--- config.mk ---
export PLATFORM = sky130hd
export DESIGN_NAME = pwts_front
export DESIGN_NICKNAME = d
export VERILOG_FILES = /design/src/pwts_pkg.sv /design/src/pwts_front.sv
export SDC_FILE = /design/constraint.sdc
export NUM_CORES = 1
export LEC_CHECK = 0
export CORE_ASPECT_RATIO = 2
export CORE_UTILIZATION = 45
export DETAILED_ROUTE_END_ITERATION = 8
export DONT_BUFFER_PORTS = 1
export MAX_ROUTING_LAYER = met4
export PLACE_DENSITY_LB_ADDON = 0.25
export SLEW_MARGIN = 10
export SYNTH_ARGS = -nofsm -noshare
export SYNTH_HDL_FRONTEND = slang
export SYNTH_SLANG_ARGS = --single-unit
--- constraint.sdc ---
create_clock -name clk -period 7.5 [get_ports clk]
set_clock_uncertainty 0.1 [all_clocks]
set_input_delay 1.125 -clock clk [delete_from_list [all_inputs] [get_ports clk]]
set_output_delay 1.125 -clock clk [all_outputs]
set_load 0.05 [all_outputs]
--- src/pwts_pkg.sv ---
`timescale 1ns / 1ps
package pwts_pkg;

    localparam int NUM_COEFS = 12;
    localparam int Q_BITS    = 31;

    typedef enum logic
    {
        REQ_LOAD    = 1'b0,
        REQ_PROJECT = 1'b1
    } req_type_t;

    typedef enum logic [1:0]
    {
        CFG_ORIGIN_X = 2'd0,
        CFG_ORIGIN_Y = 2'd1,
        CFG_HALF_W   = 2'd2,
        CFG_HALF_H   = 2'd3
    } cfg_index_t;

    typedef struct packed
    {
        logic signed [31:0] origin_x;
        logic signed [31:0] origin_y;
        logic signed [31:0] half_w;
        logic signed [31:0] half_h;
    } vp_cfg_t;

    typedef struct packed
    {
        logic        is_load;
        logic [3:0]  idx;
        logic [31:0] a;
        logic [31:0] b;
        logic [31:0] c;
    } q_entry_t;

endpackage

--- src/pwts_front.sv ---
`timescale 1ns / 1ps
module pwts_front
    import pwts_pkg::*;
(
    input  logic        clk,
    input  logic        rst_n,
    input  logic        in_valid,
    output logic        in_ready,
    input  logic        req_type,
    input  logic [3:0]  coef_index,
    input  logic [31:0] coef_value,
    input  logic [31:0] point_x,
    input  logic [31:0] point_y,
    input  logic [31:0] point_z,
    output logic        q_valid,
    input  logic        q_ready,
    output q_entry_t    q_data
);

    q_entry_t   mem_reg [0:1];
    logic       wr_ptr_reg;
    logic       rd_ptr_reg;
    logic [1:0] count_reg;
    logic [1:0] count_next;
    logic       push;
    logic       pop;
    logic       keep;
    q_entry_t   entry;

    assign in_ready = (count_reg != 2'd2);
    assign q_valid  = (count_reg != 2'd0);
    assign q_data   = mem_reg[rd_ptr_reg];

    // out-of-range loads are dropped here
    assign keep = (req_type == REQ_PROJECT) || (coef_index < 4'(NUM_COEFS));
    assign push = in_valid && in_ready && keep;
    assign pop  = q_valid && q_ready;

    always_comb
    begin
        entry.is_load = (req_type == REQ_LOAD);
        entry.idx     = coef_index;
        entry.a       = (req_type == REQ_LOAD) ? coef_value : point_x;
        entry.b       = point_y;
        entry.c       = point_z;
        count_next    = count_reg + 2'(push) - 2'(pop);
    end

    always_ff @(posedge clk)
    begin
        if (push)
        begin
            mem_reg[wr_ptr_reg] <= entry;
        end
    end

    always_ff @(posedge clk or negedge rst_n)
    begin
        if (!rst_n)
        begin
            wr_ptr_reg <= 1'b0;
            rd_ptr_reg <= 1'b0;
            count_reg  <= 2'd0;
        end
        else
        begin
            if (push)
            begin
                wr_ptr_reg <= ~wr_ptr_reg;
            end
            if (pop)
            begin
                rd_ptr_reg <= ~rd_ptr_reg;
            end
            count_reg <= count_next;
        end
    end

endmodule

==> key figures <==
Run status
  – Status: complete, no violations

Route
  – Vias/cell: 5.43
  – 1st-pass router iterations: 4
  – Via count: 3284
  – Wire length per cell: 23.8 um
  – DRT iter0 DRCs: 84
  – ANT nets after route: 0
  – Final wirelength: 14400 um
  – DRC Markers: 0

Clock network
  – Clock Latency Late Sink: 0.47 ns
  – H-tree depth: 1
  – Worst-path clk slew: 0.06 ns
  – CTS Buf Count: 19
  – CTS sink count: 206
  – Post-CTS sizing: 0
  – CTS Hold Bufs: 0
  – Root buffer cell: clkbuf_16
  – CTS Buffer Depth: 3
  – CTS tree: yes
  – Setup bufs post-CTS: 0

Global routing
  – GRT Total Usage: 0.147
  – First-pass GRT wire length: 20100 um
  – Initial antenna violation count: 0
  – Pin count of the biggest net entering global routing: 59
  – Vias in the first global route: 3477
  – Total grt overflow: 0

Cells and area
  – Ratio of cells with drive above 1 in the final layout: 0.431
  – # diodes: 0
  – Filler cell count: 1428
  – Max reg flops: 202
  – Commonest non-fill, non-tap cell in the layout: edfxtp_1
  – Nets: 520
  – Most frequent cells in the layout: edfxtp_1, mux2_4, mux2_2, clkbuf_16
  – Area Overhead vs Synth: 9.14%

Pwr
  – PD cells: 471 nW/um^2
  – Lkg Pwr: 3.14 nW
  – Total power: 4.22 mW
  – Peak VDD IR: 0.000253 V

Setup path
  – Crit Path Max Fanout: 58
  – Worst Setup Start Kind: register
  – Crit-path cells: buf_4 > mux2_2
  – R2r setup slk: 5.06 ns
  – WP data required: 6.27 ns
  – Setup CP Type: reg -> out
  – Worst Path Arrival: 2.94 ns
  – Cell with the largest stage delay on the worst path: dfrtp_4
  – CP endpoint kind: output port
  – WP buf/inv: 1
  – CP max stage delay: 0.94 ns
  – CP top delay family: flip-flops

Timing
  – Crit path time final: 4.17 ns
  – Unrepaired setup endpoints after global routing: no
  – Setup violators final: 0
  – Slew @ Worst Pin: 0.992 ns
  – Slew HR: 0.339
  – Fmax: 0.240 GHz
  – Fin crit share: 0.556
  – TNS Setup: 0 ns
  – Final slew viol count: 0
  – Final hold violations: 0

Min path
  – Hold WC Path Type: in -> async

Synth
  – Synth Cell Area: 8220 um^2
  – Post-Syn Instances: 370
  – Syn Nets: 509
  – Synth unique cells: 17
  – Sequential-to-total area share from yosys stat: 0.751
  – Avg Cell Area, Syn: 22.2 um^2
  – YS warnings: 0
  – Flop and latch count out of synthesis: 206

Placed design
  – Final Wtd Congestion: 0.773
  – Post-DP HPWL: 9790 um
  – Port Buffers: 0

Floorplan
  – Initial Utilization: 0.462
  – Ports: 240
  – Site row count: 69
  – Die X: 97.5 um
  – Die Span Y: 193 um
  – Core ar.: 17800 um^2
  – Die area: 18800 um^2

Run
  – Max-cap violations: 0
-- cell usage after synthesis --
library cell  number  area (um^2)
buf_6              8         90.1
xnor2_1            3         26.3
dfrtp_1            4          100
nand2b_1           1         6.26
mux2_2            53          597
xor2_1             1         8.76
buf_4              4         30.0
nor2_1             2         7.51
nand2_1            1         3.75
inv_1              3         11.3
and2_4             1         8.76
o211ai_2           1         12.5
edfxtp_1         202         6070
or2_2              1         6.26
ha_1               2         25.0
buf_2              3         15.0
mux2_4            80         1200
-- final timing paths --
| kind | start | end | cells after the start |
|---|---|---|---|
| worst min register to register | count_reg[1]$_DFF_PN0_ | count_reg[1]$_DFF_PN0_ | 1 |
| worst max-delay path | rd_ptr_reg$_DFFE_PN0P_ | q_data[99] | 2 |
| min in group clk | count_reg[1]$_DFF_PN0_ | count_reg[1]$_DFF_PN0_ | 1 |
| worst max register to register | count_reg[0]$_DFF_PN0_ | mem_reg[1][33]$_DFFE_PP_ | 4 |
| max in group asynchronous | rst_n | rd_ptr_reg$_DFFE_PN0P_ | 0 |
| worst min-delay path | rst_n | count_reg[0]$_DFF_PN0_ | 0 |
-- final cells by class --
type	count	area (um^2)	area share
Sequential cell	206	6170	0.688
Multi-Input combinational cell	146	1920	0.214
Clock buffer	24	494	0.0551
Clock inverter	8	68.8	0.00768
Inverter	3	11.3	0.00126
Tap cell	213	267	0.0297
Timing Repair Buffer	5	37.5	0.00419
-- worst register-to-register path, cell delays in order (launching register included) --
cell and delay (ns):
dfrtp_1 0.36, nand2b_1 0.49, o211ai_2 0.32, nor2_4 0.15, buf_4 0.61
-- power by group --
group          leakage [nW]  internal, mW  switching [mW]  total (mW)
combinational         0.953         0.457            1.21        1.67
sequential             1.91          1.55           0.122        1.67
clock                 0.274         0.502           0.385       0.887
-- routing by layer --
layer,vias up,GRT usage,routed length (um),share of wire
li1,1470,-,-,-
met1,1636,0.129,4400,0.31
met2,144,0.284,8490,0.59
met3,34,0.0360,979,0.068
met4,0,0.0701,501,0.035
met5,-,-,0,0
-- kinds of logic (layout without fill, tap and decap cells) --
group | count (synthesis) | count (layout) | synth area share
and+or+nand+nor | 6 | 6 | 0.00396
buffers and inverters | 18 | 40 | 0.0178
adders and majority gates | 2 | 2 | 0.00305
xor gates and xnor gates | 4 | 4 | 0.00427
muxes | 133 | 133 | 0.219
AOI/OAI and AO/OA | 1 | 1 | 0.00152
DFF | 206 | 206 | 0.751
-- stage by stage --
step	hold slack [ns]	util	instances	worst slack, ns	instance area, um^2
finish	0.240	0.504	605	3.33	8970
global route	0.217	0.504	605	3.18	8970
CTS	0.217	0.504	605	3.24	8970
detailed placement	0.405	0.472	573	3.76	8400
global placement	0.376	0.472	573	3.79	8400
floorplan	0.360	-	370	1.17	8220
Note: power is estimated with default switching activity, not from simulation.
